### src/sv/rrts_pkg.sv
// Shared types and constants for the round-robin task scheduler.
// No dependencies; imported by every scheduler module.
`default_nettype none

package rrts_pkg;

  localparam int NUM_TASKS_DEF = 16;

  localparam logic [13:0] HZ_RESET    = 14'd1000;
  localparam logic [15:0] SLICE_RESET = 16'd10;

  // Round-up term and reciprocal of 1000 for the ms to tick conversion
  localparam logic [31:0] ROUND_UP    = 32'd999;
  localparam logic [31:0] RECIP_1000  = 32'd2199023256;
  localparam int          RECIP_SHIFT = 41;

  localparam logic CFG_TIMER_HZ    = 1'b0;
  localparam logic CFG_SLICE_TICKS = 1'b1;

  typedef enum logic [2:0] {
    REQ_START = 3'd0,
    REQ_YIELD = 3'd1,
    REQ_SLEEP = 3'd2,
    REQ_BLOCK = 3'd3,
    REQ_WAKE  = 3'd4,
    REQ_EXIT  = 3'd5,
    REQ_TICK  = 3'd6
  } req_e;

  typedef enum logic [2:0] {
    ST_FREE     = 3'd0,
    ST_READY    = 3'd1,
    ST_RUNNING  = 3'd2,
    ST_SLEEPING = 3'd3,
    ST_BLOCKED  = 3'd4,
    ST_ZOMBIE   = 3'd5
  } task_st_e;

  typedef enum logic [1:0] {
    STAT_DONE = 2'd0,
    STAT_PEND = 2'd1,
    STAT_REJ  = 2'd2
  } stat_e;

  typedef enum logic [2:0] {
    OP_NONE  = 3'd0,
    OP_LATCH = 3'd1,
    OP_MUL1  = 3'd2,
    OP_MUL2  = 3'd3,
    OP_EXEC  = 3'd4,
    OP_SCAN  = 3'd5,
    OP_SLICE = 3'd6,
    OP_PICK  = 3'd7
  } dp_op_e;

  typedef enum logic [3:0] {
    S_IDLE   = 4'd0,
    S_DECODE = 4'd1,
    S_MUL1   = 4'd2,
    S_MUL2   = 4'd3,
    S_EXEC   = 4'd4,
    S_SCAN   = 4'd5,
    S_SLICE  = 4'd6,
    S_PICK   = 4'd7,
    S_DONE   = 4'd8
  } ctrl_state_e;

  typedef struct packed {
    dp_op_e op;
  } dp_cmd_t;

  typedef struct packed {
    logic is_tick;
    logic sleep_go;
    logic pick_go;
    logic scan_last;
  } dp_sts_t;

endpackage

`default_nettype wire

### src/sv/round_robin_task_scheduler.sv
// Round-robin task scheduler, top level: sequencer plus datapath.
// From accept to done_o an event passes decode and execute; a reschedule adds a pick
// step, a sleep adds two multiply steps, and a tick adds a sleeper scan and a slice step.
// The tick's sleeper scan makes one wake-time memory read per slot.
// The next event can be taken in the cycle after done_o.
// One event at a time; the receiver cannot stall. Reset: slot 0 runs, rest free.
`default_nettype none

module round_robin_task_scheduler
  import rrts_pkg::*;
#(
  parameter int NUM_TASKS = NUM_TASKS_DEF
) (
  input  wire logic        clk_i,
  input  wire logic        rst_ni,
  input  wire logic        start,
  output logic             busy,
  output logic             done_o,
  input  wire logic [2:0]  req_type_i,
  input  wire logic [3:0]  task_index_i,
  input  wire logic [15:0] sleep_ms_i,
  input  wire logic        cfg_we_i,
  input  wire logic        cfg_idx_i,
  input  wire logic [15:0] cfg_data_i,
  output logic [4:0]       running_task_o,
  output logic             switched_o,
  output logic [1:0]       status_o,
  output logic [4:0]       ready_count_o
);

  // Command and status bundles between sequencer and datapath
  dp_cmd_t cmd;
  dp_sts_t sts;
  logic    busy_int;

  // A beat is taken when start is high and the sequencer is idle; the sequencer
  // only looks at start in its idle state, where busy is low.
  rrts_ctrl u_ctrl (
    .clk_i   (clk_i),
    .rst_ni  (rst_ni),
    .start_i (start),
    .sts_i   (sts),
    .cmd_o   (cmd),
    .busy_o  (busy_int),
    .done_o  (done_o)
  );

  rrts_dp #(
    .NUM_TASKS (NUM_TASKS)
  ) u_dp (
    .clk_i          (clk_i),
    .rst_ni         (rst_ni),
    .cmd_i          (cmd),
    .sts_o          (sts),
    .cfg_we_i       (cfg_we_i),
    .cfg_idx_i      (cfg_idx_i),
    .cfg_data_i     (cfg_data_i),
    .req_type_i     (req_type_i),
    .task_index_i   (task_index_i),
    .sleep_ms_i     (sleep_ms_i),
    .running_task_o (running_task_o),
    .switched_o     (switched_o),
    .status_o       (status_o),
    .ready_count_o  (ready_count_o)
  );

  assign busy = busy_int;

endmodule

`default_nettype wire

### src/sv/rrts_ctrl.sv
// Sequencer for the scheduler: steps the datapath through one event.
// Depends on rrts_pkg.
`default_nettype none

module rrts_ctrl
  import rrts_pkg::*;
(
  input  wire logic    clk_i,
  input  wire logic    rst_ni,
  input  wire logic    start_i,
  input  wire dp_sts_t sts_i,
  output dp_cmd_t      cmd_o,
  output logic         busy_o,
  output logic         done_o
);

  ctrl_state_e state_q, state_d;

  always_ff @(posedge clk_i or negedge rst_ni) begin
    if (!rst_ni) begin
      state_q <= S_IDLE;
    end else begin
      state_q <= state_d;
    end
  end

  always_comb begin
    state_d   = state_q;
    cmd_o.op  = OP_NONE;
    busy_o    = 1'b1;
    done_o    = 1'b0;
    case (state_q)
      S_IDLE: begin
        busy_o = 1'b0;
        if (start_i) begin
          cmd_o.op = OP_LATCH;
          state_d  = S_DECODE;
        end
      end
      S_DECODE: begin
        state_d = sts_i.sleep_go ? S_MUL1 : S_EXEC;
      end
      S_MUL1: begin
        cmd_o.op = OP_MUL1;
        state_d  = S_MUL2;
      end
      S_MUL2: begin
        cmd_o.op = OP_MUL2;
        state_d  = S_EXEC;
      end
      S_EXEC: begin
        cmd_o.op = OP_EXEC;
        if (sts_i.is_tick) begin
          state_d = S_SCAN;
        end else if (sts_i.pick_go) begin
          state_d = S_PICK;
        end else begin
          state_d = S_DONE;
        end
      end
      S_SCAN: begin
        cmd_o.op = OP_SCAN;
        if (sts_i.scan_last) begin
          state_d = S_SLICE;
        end
      end
      S_SLICE: begin
        cmd_o.op = OP_SLICE;
        state_d  = S_PICK;
      end
      S_PICK: begin
        cmd_o.op = OP_PICK;
        state_d  = S_DONE;
      end
      S_DONE: begin
        done_o  = 1'b1;
        state_d = S_IDLE;
      end
      default: begin
        state_d = S_IDLE;
      end
    endcase
  end

endmodule

`default_nettype wire

### src/sv/rrts_dp.sv
// Scheduler datapath: task table, ready queue and wake-time memories,
// clock, slice counter and sleep-time arithmetic. Depends on rrts_pkg.
`default_nettype none

module rrts_dp
  import rrts_pkg::*;
#(
  parameter int NUM_TASKS = NUM_TASKS_DEF
) (
  input  wire logic        clk_i,
  input  wire logic        rst_ni,
  input  wire dp_cmd_t     cmd_i,
  output dp_sts_t          sts_o,
  input  wire logic        cfg_we_i,
  input  wire logic        cfg_idx_i,
  input  wire logic [15:0] cfg_data_i,
  input  wire logic [2:0]  req_type_i,
  input  wire logic [3:0]  task_index_i,
  input  wire logic [15:0] sleep_ms_i,
  output logic [4:0]       running_task_o,
  output logic             switched_o,
  output logic [1:0]       status_o,
  output logic [4:0]       ready_count_o
);

  localparam int SlotW = $clog2(NUM_TASKS);
  localparam int CurW  = $clog2(NUM_TASKS + 1);
  localparam logic [CurW-1:0]  IdleTask = CurW'(NUM_TASKS);
  localparam logic [SlotW-1:0] LastSlot = SlotW'(NUM_TASKS - 1);

  // Event registers
  req_e              req_q, req_d;
  logic [3:0]        idx_q, idx_d;
  logic [15:0]       ms_q, ms_d;
  logic [CurW-1:0]   before_q, before_d;
  stat_e             status_q, status_d;
  logic [29:0]       prod_q, prod_d;
  logic [62:0]       quot_q, quot_d;
  logic [CurW-1:0]   scan_q, scan_d;

  // Scheduler state
  task_st_e          state_q [NUM_TASKS];
  task_st_e          state_d [NUM_TASKS];
  logic [NUM_TASKS-1:0] pend_q, pend_d;
  logic [SlotW-1:0]  head_q, head_d;
  logic [CurW-1:0]   count_q, count_d;
  logic [CurW-1:0]   cur_q, cur_d;
  logic [15:0]       slice_q, slice_d;
  logic [63:0]       now_q, now_d;
  logic [13:0]       hz_q;
  logic [15:0]       slc_q;

  // Ready queue and wake-time memories
  logic [SlotW-1:0]  fifo_mem [NUM_TASKS];
  logic [SlotW-1:0]  fifo_rd_q;
  logic              fifo_we;
  logic [SlotW-1:0]  fifo_waddr, fifo_wdata;
  logic [63:0]       wake_mem [NUM_TASKS];
  logic [63:0]       wake_rd_q;
  logic              wake_we;
  logic [63:0]       wake_wdata;
  logic [SlotW-1:0]  wake_raddr;

  logic              cur_idle, cur_running, pend_cur, idx_ok;
  logic [SlotW-1:0]  cur_slot, idx_slot, head_inc, tail, scan_slot;
  logic [CurW:0]     tail_sum;
  logic              push_en, pick_en;
  logic [SlotW-1:0]  push_slot;

  assign cur_idle    = (cur_q == IdleTask);
  assign cur_slot    = cur_idle ? '0 : SlotW'(cur_q);
  assign cur_running = cur_idle || (state_q[cur_slot] == ST_RUNNING);
  assign pend_cur    = !cur_idle && pend_q[cur_slot];
  assign idx_ok      = (32'(idx_q) < NUM_TASKS);
  assign idx_slot    = idx_ok ? SlotW'(idx_q) : '0;
  assign head_inc    = (head_q == LastSlot) ? '0 : head_q + 1'b1;
  assign tail_sum    = (CurW+1)'(head_q) + (CurW+1)'(count_q);
  assign tail        = (tail_sum >= (CurW+1)'(NUM_TASKS)) ?
                       SlotW'(tail_sum - (CurW+1)'(NUM_TASKS)) : SlotW'(tail_sum);
  assign scan_slot   = (scan_q == '0) ? '0 : SlotW'(scan_q - 1'b1);
  assign wake_raddr  = (scan_q < IdleTask) ? SlotW'(scan_q) : '0;

  assign sts_o.is_tick   = (req_q == REQ_TICK);
  assign sts_o.sleep_go  = (req_q == REQ_SLEEP) && !cur_idle && !pend_cur;
  assign sts_o.pick_go   = (req_q == REQ_YIELD) ||
                           ((req_q == REQ_SLEEP || req_q == REQ_BLOCK) &&
                            !cur_idle && !pend_cur) ||
                           ((req_q == REQ_EXIT) && !cur_idle);
  assign sts_o.scan_last = (scan_q == IdleTask);

  assign running_task_o = 5'(cur_q);
  assign switched_o     = (cur_q != before_q);
  assign status_o       = status_q;
  assign ready_count_o  = 5'(count_q);

  always_comb begin
    req_d      = req_q;
    idx_d      = idx_q;
    ms_d       = ms_q;
    before_d   = before_q;
    status_d   = status_q;
    prod_d     = prod_q;
    quot_d     = quot_q;
    scan_d     = scan_q;
    state_d    = state_q;
    pend_d     = pend_q;
    head_d     = head_q;
    count_d    = count_q;
    cur_d      = cur_q;
    slice_d    = slice_q;
    now_d      = now_q;
    fifo_we    = 1'b0;
    fifo_waddr = tail;
    fifo_wdata = '0;
    wake_we    = 1'b0;
    wake_wdata = now_q + 64'(quot_q[62:RECIP_SHIFT]);
    push_en    = 1'b0;
    push_slot  = '0;
    pick_en    = 1'b0;

    case (cmd_i.op)
      OP_LATCH: begin
        req_d    = req_e'(req_type_i);
        idx_d    = task_index_i;
        ms_d     = sleep_ms_i;
        before_d = cur_q;
        status_d = STAT_DONE;
        scan_d   = '0;
      end
      OP_MUL1: begin
        prod_d = 30'(ms_q) * 30'(hz_q);
      end
      OP_MUL2: begin
        quot_d = 63'(32'(prod_q) + ROUND_UP) * 63'(RECIP_1000);
      end
      OP_EXEC: begin
        case (req_q)
          REQ_START: begin
            if (!idx_ok || (state_q[idx_slot] != ST_FREE &&
                            state_q[idx_slot] != ST_ZOMBIE)) begin
              status_d = STAT_REJ;
            end else begin
              pend_d[idx_slot] = 1'b0;
              push_en          = 1'b1;
              push_slot        = idx_slot;
            end
          end
          REQ_YIELD: begin
          end
          REQ_SLEEP, REQ_BLOCK: begin
            if (cur_idle) begin
              status_d = STAT_REJ;
            end else if (pend_cur) begin
              pend_d[cur_slot] = 1'b0;
              status_d         = STAT_PEND;
            end else if (req_q == REQ_SLEEP) begin
              state_d[cur_slot] = ST_SLEEPING;
              wake_we           = 1'b1;
            end else begin
              state_d[cur_slot] = ST_BLOCKED;
            end
          end
          REQ_WAKE: begin
            if (!idx_ok || state_q[idx_slot] == ST_FREE) begin
              status_d = STAT_REJ;
            end else if (state_q[idx_slot] == ST_BLOCKED ||
                         state_q[idx_slot] == ST_SLEEPING) begin
              push_en   = 1'b1;
              push_slot = idx_slot;
            end else if (state_q[idx_slot] != ST_ZOMBIE) begin
              pend_d[idx_slot] = 1'b1;
            end
          end
          REQ_EXIT: begin
            if (cur_idle) begin
              status_d = STAT_REJ;
            end else begin
              state_d[cur_slot] = ST_ZOMBIE;
            end
          end
          REQ_TICK: begin
            now_d = now_q + 64'd1;
          end
          default: begin
            status_d = STAT_REJ;
          end
        endcase
      end
      OP_SCAN: begin
        // compare the slot whose wake time was read last cycle
        if (scan_q != '0 && state_q[scan_slot] == ST_SLEEPING &&
            wake_rd_q <= now_q) begin
          push_en   = 1'b1;
          push_slot = scan_slot;
        end
        scan_d = scan_q + 1'b1;
      end
      OP_SLICE: begin
        if (slice_q != '0) begin
          slice_d = slice_q - 16'd1;
        end
      end
      OP_PICK: begin
        pick_en = (req_q != REQ_TICK) ||
                  ((count_q != '0) && (slice_q == '0 || cur_idle));
      end
      default: begin
      end
    endcase

    if (push_en && count_q < IdleTask) begin
      state_d[push_slot] = ST_READY;
      fifo_we            = 1'b1;
      fifo_wdata         = push_slot;
      count_d            = count_q + 1'b1;
    end

    if (pick_en && !(count_q == '0 && cur_running)) begin
      if (count_q != '0) begin
        head_d = head_inc;
        count_d = count_q - 1'b1;
        // requeue the preempted task at the old tail
        if (!cur_idle && state_q[cur_slot] == ST_RUNNING) begin
          state_d[cur_slot] = ST_READY;
          fifo_we           = 1'b1;
          fifo_wdata        = cur_slot;
          count_d           = count_q;
        end
        state_d[fifo_rd_q] = ST_RUNNING;
        cur_d              = CurW'(fifo_rd_q);
      end else begin
        cur_d = IdleTask;
      end
      slice_d = slc_q;
    end
  end

  always_ff @(posedge clk_i or negedge rst_ni) begin
    if (!rst_ni) begin
      for (int i = 0; i < NUM_TASKS; i++) begin
        state_q[i] <= ST_FREE;
      end
      state_q[0] <= ST_RUNNING;
      pend_q     <= '0;
      head_q     <= '0;
      count_q    <= '0;
      cur_q      <= '0;
      slice_q    <= SLICE_RESET;
      now_q      <= '0;
      hz_q       <= HZ_RESET;
      slc_q      <= SLICE_RESET;
      req_q      <= REQ_START;
      status_q   <= STAT_DONE;
      before_q   <= '0;
      scan_q     <= '0;
    end else begin
      state_q  <= state_d;
      pend_q   <= pend_d;
      head_q   <= head_d;
      count_q  <= count_d;
      cur_q    <= cur_d;
      slice_q  <= slice_d;
      now_q    <= now_d;
      req_q    <= req_d;
      status_q <= status_d;
      before_q <= before_d;
      scan_q   <= scan_d;
      if (cfg_we_i) begin
        if (cfg_idx_i == CFG_TIMER_HZ) begin
          hz_q <= cfg_data_i[13:0];
        end else begin
          slc_q <= cfg_data_i;
        end
      end
    end
  end

  always_ff @(posedge clk_i) begin
    idx_d_hold: begin
    end
    idx_q  <= idx_d;
    ms_q   <= ms_d;
    prod_q <= prod_d;
    quot_q <= quot_d;
  end

  always_ff @(posedge clk_i) begin
    if (fifo_we) begin
      fifo_mem[fifo_waddr] <= fifo_wdata;
    end
    fifo_rd_q <= fifo_mem[head_q];
  end

  always_ff @(posedge clk_i) begin
    if (wake_we) begin
      wake_mem[cur_slot] <= wake_wdata;
    end
    wake_rd_q <= wake_mem[wake_raddr];
  end

endmodule

`default_nettype wire

### config.mk
export PLATFORM = sky130hd
export DESIGN_NAME = round_robin_task_scheduler
export DESIGN_NICKNAME = d
export VERILOG_FILES = /design/src/sv/rrts_pkg.sv /design/src/sv/round_robin_task_scheduler.sv /design/src/sv/rrts_ctrl.sv /design/src/sv/rrts_dp.sv
export SDC_FILE = /design/constraint.sdc
export NUM_CORES = 2
export LEC_CHECK = 0
export BUFFER_PORTS_ARGS = -buffer_cell sky130_fd_sc_hd__buf_2
export CAP_MARGIN = 10
export CORE_MARGIN = 2
export CORE_UTILIZATION = 65
export DETAILED_ROUTE_END_ITERATION = 10
export HOLD_SLACK_MARGIN = 0.02
export PLACE_DENSITY_LB_ADDON = 0.15
export SYNTH_ARGS = -nofsm -noshare
export SYNTH_HDL_FRONTEND = slang
export SYNTH_HIERARCHICAL = 1
export SYNTH_SLANG_ARGS = --single-unit
### constraint.sdc
create_clock -name clk_i -period 18.45 [get_ports clk_i]
set_clock_uncertainty 0.2 [all_clocks]
set_input_delay 5.535 -clock clk_i [delete_from_list [all_inputs] [get_ports clk_i]]
set_output_delay 5.535 -clock clk_i [all_outputs]
set_load 0.005 [all_outputs]
### Yosys cells after proc, flatten, opt, wreduce, memory -nomap -nowiden

Memory sizes are Yosys's and may differ from the RTL's. A register that Yosys moved wholly into a read port is not among the register bits.
Index checks and enable logic that the tools add are counted.

* div/mod/pow operators: 0
* $add $sub $neg: 11
* magnitude comparators: 16
* muxes and demuxes: 101
* eq/ne operators: 45
* reductions and logical operators: 54
* shift-type cells: 0
* bitwise logic cells: 29
* $mul: 2

Operator list (count)
* 2-to-1 mux 48 bit: 11
* 2-to-1 mux 16 bit: 9
* bitwise AND 32 bit: 4
* NOT 32 bit: 4
* one-hot mux 48 bit (2 select lines): 1
* OR 16 bit: 5
* 2-to-1 mux 4 bit: 17
* adder 64 x 1 -> 64 bit (second input constant): 1
* adder 64 x 22 -> 64 bit: 1
* bitwise AND 16 bit: 4
* less-or-equal comparator 64 bit: 1
* NOT 16 bit: 4
* OR 32 bit: 2
* multiplier 63 x 29 -> 60 bit (second input constant): 1
* one-hot mux 16 bit (3 select lines): 1
* binary-select mux 3 bit (select 4 bit): 3
* demux 3 bit (select 4 bit): 3
* one-hot mux 4 bit (8 select lines): 1
* adder 30 x 10 -> 31 bit (second input constant): 1
* multiplier 16 x 14 -> 30 bit: 1
* 2-to-1 mux 3 bit: 10
* >= comparator 5 bit (second input constant): 5
* 2-to-1 mux 5 bit: 5
* NOT 4 -> 5 bit: 5
* 51 further kinds: 158

* output and inout port bits: 15
* bits in writable memories: 1088
* memories kept: 2
* bits in read-only memories: 0
* latch bits: 0
* logic and storage cells: 293
* register bits after elaboration: 317

Memory list
* u_dp.wake_mem: words 16, bits a word 64, rd ports 1, clocked after memory_dff 1, wr ports 1, line rrts_dp.sv:58 `logic [63:0] wake_mem [NUM_TASKS];`
* u_dp.fifo_mem: words 16, bits a word 4, rd ports 1, clocked after memory_dff 1, wr ports 1, line rrts_dp.sv:54 `logic [SlotW-1:0] fifo_mem [NUM_TASKS];`

### Depth between registers and ports, before layout

* depth in word-level cells: 26
* gate-level depth with buffers: 37
* mapped depth without buffers: 36

### Hierarchy

The synthesis kept the hierarchy.

By module, submodules not included
* rrts_dp: times used 1, seq. area each 41288.3 µm², cells each 6712, area each 82870.7 µm²
* rrts_ctrl: times used 1, seq. area each 100.1 µm², cells each 34, area each 295.3 µm²

### Least setup slack after synthesis

No wires, ideal clock.

* path type: input -> register
* from: input start
* to: memory u_dp.wake_mem[11][0], enable pin
* buffers on the path: 4
* required time: 17.763 ns
* slack: 7.820 ns
* stages: 11
* arrival: 9.944 ns
* setup time: 0.487 ns
* cell sequence: or4b_1 -> a21oi_1 -> clkbuf_1 -> nor2_1 -> clkbuf_1 -> nand2_1 -> nor2_1 -> nand2_1 -> clkbuf_1 -> clkbuf_1 -> nor2_1

RTL lines
* start: declaration: line round_robin_task_scheduler.sv:16 `input wire logic start,`
* end: declaration: line rrts_dp.sv:58

### Worst setup path in the final report

* from: register u_dp.prod_q[0]
* to: register u_dp.quot_q[57] (data pin)

* word-level cells in the longest chain between the ends: 2

RTL lines
* start: declaration: line rrts_dp.sv:37 `logic [29:0] prod_q, prod_d;`
* start signal: assignment: line rrts_dp.sv:283 `prod_q <= prod_d;`
* adder 30 x 10 -> 31 bit: line rrts_dp.sv:134 `quot_d = 63'(32'(prod_q) + ROUND_UP) * 63'(RECIP_1000);`
* multiplier 63 x 29 -> 60 bit: line rrts_dp.sv:134
* end signal: assignment: line rrts_dp.sv:284 `quot_q <= quot_d;`
* end: declaration: line rrts_dp.sv:38 `logic [62:0] quot_q, quot_d;`

No other way between the ends.
A chain may end at the register's enable or synchronous reset.

==> summary.md <==
| Metric | Value |
|---|---|
| H-tree depth | 4 |
| Final Wtd Congestion | 0.968 |
| Biggest fanout along the worst timing path | 9 |
| Result of the run | finished clean |
| Sequential fraction of the synthesis area | 49.8% |
| Time the worst path needs with I/O delays and setup | 10.98 ns |
| Worst setup path start | u_dp/prod_q[0] |
| Root buffer cell | sky130_fd_sc_hd__clkbuf_16 |
| Drt total wl | 210000 microns |
| Filler cell count | 8870 |
| Signal arrival time at the worst endpoint | 11.30 ns |
| Share of the clock period used by the worst path after layout | 59.5% |
| Number of antenna violations at the first check in global routing | 7 |
| Most common cell type on the critical path | sky130_fd_sc_hd__fa_1 |
| DRC marker count from the first detailed-route iteration | 5654 |
| Launching point of the worst reg2reg path | u_dp/prod_q[0] |
| Clock latency on the worst-skew pair | 0.79 ns |
| Startpoint type of the worst setup path | flip-flop |
| CTS resizes | 0 |
| DP Cell Count | 8254 |
| Layout Nets | 7813 |
| Number of endpoints failing setup at the final stage | 0 |
| Count of mapped cells out of synthesis | 6746 |
| Wire length on met3 | 17500 microns |
| Critical path class | reg -> reg |
| Maximum frequency from static timing analysis | 0.0911 GHz |
| Pin count of the biggest net entering global routing | 129 |
| Final Slew Violations | 0 |
| Initial Util | 65.4% |
| Area Growth Syn to Fin | 8.37% |
| CP peak stage delay | 0.76 ns |
| Minimum hold slack | 0.282 ns |
| Reported max-cap violation count | 0 |
| Most frequent standard cell in the layout excluding fill and tap cells | sky130_fd_sc_hd__edfxtp_1 |
| Worst-case headroom to the max-slew limit | 13.6% |
| Worst hold start | u_dp/slc_q[4] |
| Routed length on met2 | 99100 microns |
| Synthesized flop and latch total | 1435 |
| Net count after synthesis | 7804 |
| Die area | 131000 sq um |
| Leading cell types in the layout, fill and taps excluded | sky130_fd_sc_hd__edfxtp_1, sky130_fd_sc_hd__inv_1, sky130_fd_sc_hd__ha_1 |
| Synthesis warning total | 6 |
| Total number of vias | 54500 |
| DR DRC count | 0 |
| Setup repair after global routing missed its margin | false |
| Post-route insts no fill | 8541 |
| Core occupancy in the finished layout | 70.9% |
| CP required | 18.77 ns |
| Post-CTS Setup Bufs | 0 |
| Die width | 362 microns |
| Routed length per instance | 24.6 microns |
| Avg Cell Area, Syn | 12.3 sq um |
| Number of enable-type register cells in the synthesized netlist | 1160 |
| Area of the multi-input gates | 38200 sq um |
| Type of the worst min-delay path | reg -> reg |
| Endpoint kind of the worst setup timing path | flip-flop |
| Clock Tree Buf Depth | 3 |
| TritonCTS clock tree | done |
| Number of global-route vias before repair | 54800 |
| Met1 routed wirelength after detailed routing | 88100 microns |
| Total CTS buffers | 146 |
| Predominant post-synthesis flop cell | sky130_fd_sc_hd__edfxtp_1 |
| Count of boundary I/O pins | 59 |
| DP Wirelength | 133000 microns |
| Slowest stage cell, crit path | sky130_fd_sc_hd__xnor2_1 |
| Layout cell share with drive strength beyond 1 | 10.5% |
| Std cell rows | 131 |
| Residual antenna-violating net count after detailed routing | 0 |
| Transition at the pin with the smallest max-transition slack | 1.29 ns |
| Remaining global-route overflow | 0 |
| Count of buffers from port buffering | 58 |
| Detail-routed via count per cell | 6.38 |
| Highest Signal Layer | met5 |
| Synthesized cell area | 83200 sq um |
| Clock-pin slew on the worst setup and hold paths | 0.06 ns |
| Footprint of the flip-flops and latches | 41400 sq um |
| Final hold vios | 0 |
| Unique cell type count in the Yosys netlist | 100 |
| Cts-stage hold buffer count | 0 |
| Die height | 362 microns |
| Overall Global Routing Usage | 32.4% |
| CTS sink count | 1435 |
| Total negative slack | 0 ns |
| TritonRoute pass-1 iters | 9 |
| Core Footprint | 127000 sq um |
| Ys async rst share | 14.4% |
| First-pass GRT wire length | 323000 microns |
## cell families after synthesis
| family | Yosys count | synth area share [%] |
|---|---|---|
| mux | 474 | 6.49 |
| fa+ha+maj | 1014 | 19.4 |
| compound gates | 1331 | 9.87 |
| flops | 1435 | 49.8 |
| xor+xnor | 231 | 2.43 |
| simple gates | 1289 | 7.62 |
| buf+inv | 972 | 4.47 |
## sequential cells by signal, summed over array words and instances (netlist names)
signal               cells
u_dp/head_q              4
u_dp/slc_q              16
u_dp/fifo_mem           64
u_dp/prod_q             30
u_dp/state_q            48
u_dp/scan_q              5
u_dp/pend_q             16
u_dp/idx_q               4
u_dp/quot_q             22
u_dp/ready_count_o       5
u_dp/running_task_o      5
u_dp/wake_rd_q          64
u_dp/now_q              64
u_dp/fifo_rd_q           4
u_dp/wake_mem         1024
u_dp/before_q            5
u_dp/req_q               3
u_dp/status_o            2
u_dp/ms_q               16
u_dp/slice_q            16
u_ctrl/state_q           4
u_dp/hz_q               14
## final timing paths
| kind | endpoint | slack [ns] | cells after the start |
|---|---|---|---|
| worst max-delay path | u_dp/quot_q[57] | 7.47 | 29 |
| worst min-delay path | u_dp/slice_q[4] | 0.28 | 2 |
| worst max register to register | u_dp/quot_q[57] | 7.47 | 29 |
| worst min register to register | u_dp/slice_q[4] | 0.28 | 2 |
| max in group asynchronous | u_dp/state_q[39] | 12.01 | 2 |
| min in group asynchronous | u_dp/now_q[42] | 4.55 | 1 |
## critical path, delay by kind of cell, from the launching register on
family                   cells  cell delay [ns]
AO/OA/AOI/OAI               10             2.71
XOR/XNOR                     2             0.86
adder cells (fa/ha/maj)     10             4.44
buffers and inverters        2             0.85
flip-flops                   1             0.41
AND/OR/NAND/NOR              5             1.28
## area by class of cell
type                       count  area share, %
tap                         1662           2.31
antenna                        3        0.00833
clock buffer                 199           4.41
clock inverter                70          0.826
timing repair buffer         170           1.31
sequential                  1435           45.9
multi-input combinational   4339           42.4
inverter                     663           2.77
## stage by stage
stage | setup WS [ns] | cell area (sq um)
2_1_floorplan | 7.82 | 83200
3_3_place_gp | 7.74 | 85300
3_5_place_dp | 7.52 | 85300
4_1_cts | 7.51 | 90000
5_1_grt | 6.76 | 90100
6_report | 7.47 | 90100
## per-layer routing
layer / up-vias / GRT usage [%]
li1: 24300 / -
met1: 27200 / 46.4
met2: 2526 / 51.9
met3: 416 / 4.83
met4: 2 / 9.41
met5: - / 0
## synthesized netlist by cell type (22+ instances only)
cell type,n,area (sq um)
sky130_fd_sc_hd__a22oi_1,84,631
sky130_fd_sc_hd__o221ai_1,69,604
sky130_fd_sc_hd__a221oi_1,73,639
sky130_fd_sc_hd__ha_1,560,7010
sky130_fd_sc_hd__fa_1,454,9090
sky130_fd_sc_hd__o211ai_1,24,180
sky130_fd_sc_hd__nand2b_1,32,200
sky130_fd_sc_hd__a211oi_1,22,165
sky130_fd_sc_hd__o21ai_0,402,2010
sky130_fd_sc_hd__buf_1,43,161
sky130_fd_sc_hd__nand3_1,157,786
sky130_fd_sc_hd__nand4_1,56,350
sky130_fd_sc_hd__nor3_1,76,380
sky130_fd_sc_hd__clkbuf_1,243,912
sky130_fd_sc_hd__dfxtp_1,68,1360
sky130_fd_sc_hd__nor4_1,33,206
sky130_fd_sc_hd__inv_1,663,2490
sky130_fd_sc_hd__a21o_1,55,413
sky130_fd_sc_hd__xor2_1,34,298
sky130_fd_sc_hd__nor2b_1,28,175
sky130_fd_sc_hd__dfrtp_1,196,4900
sky130_fd_sc_hd__a21oi_1,428,2140
sky130_fd_sc_hd__mux2_2,236,2660
sky130_fd_sc_hd__nor2_1,266,998
sky130_fd_sc_hd__xnor2_1,197,1730
sky130_fd_sc_hd__mux2i_1,210,2100
sky130_fd_sc_hd__nand2_1,379,1420
sky130_fd_sc_hd__and3_1,24,150
sky130_fd_sc_hd__edfxtp_1,1160,34800
sky130_fd_sc_hd__and2_1,126,788
sky130_fd_sc_hd__mux4_2,26,586
Power is not shown: default switching activity piles up to over one toggle a cycle in this logic, so the estimate is an artifact.
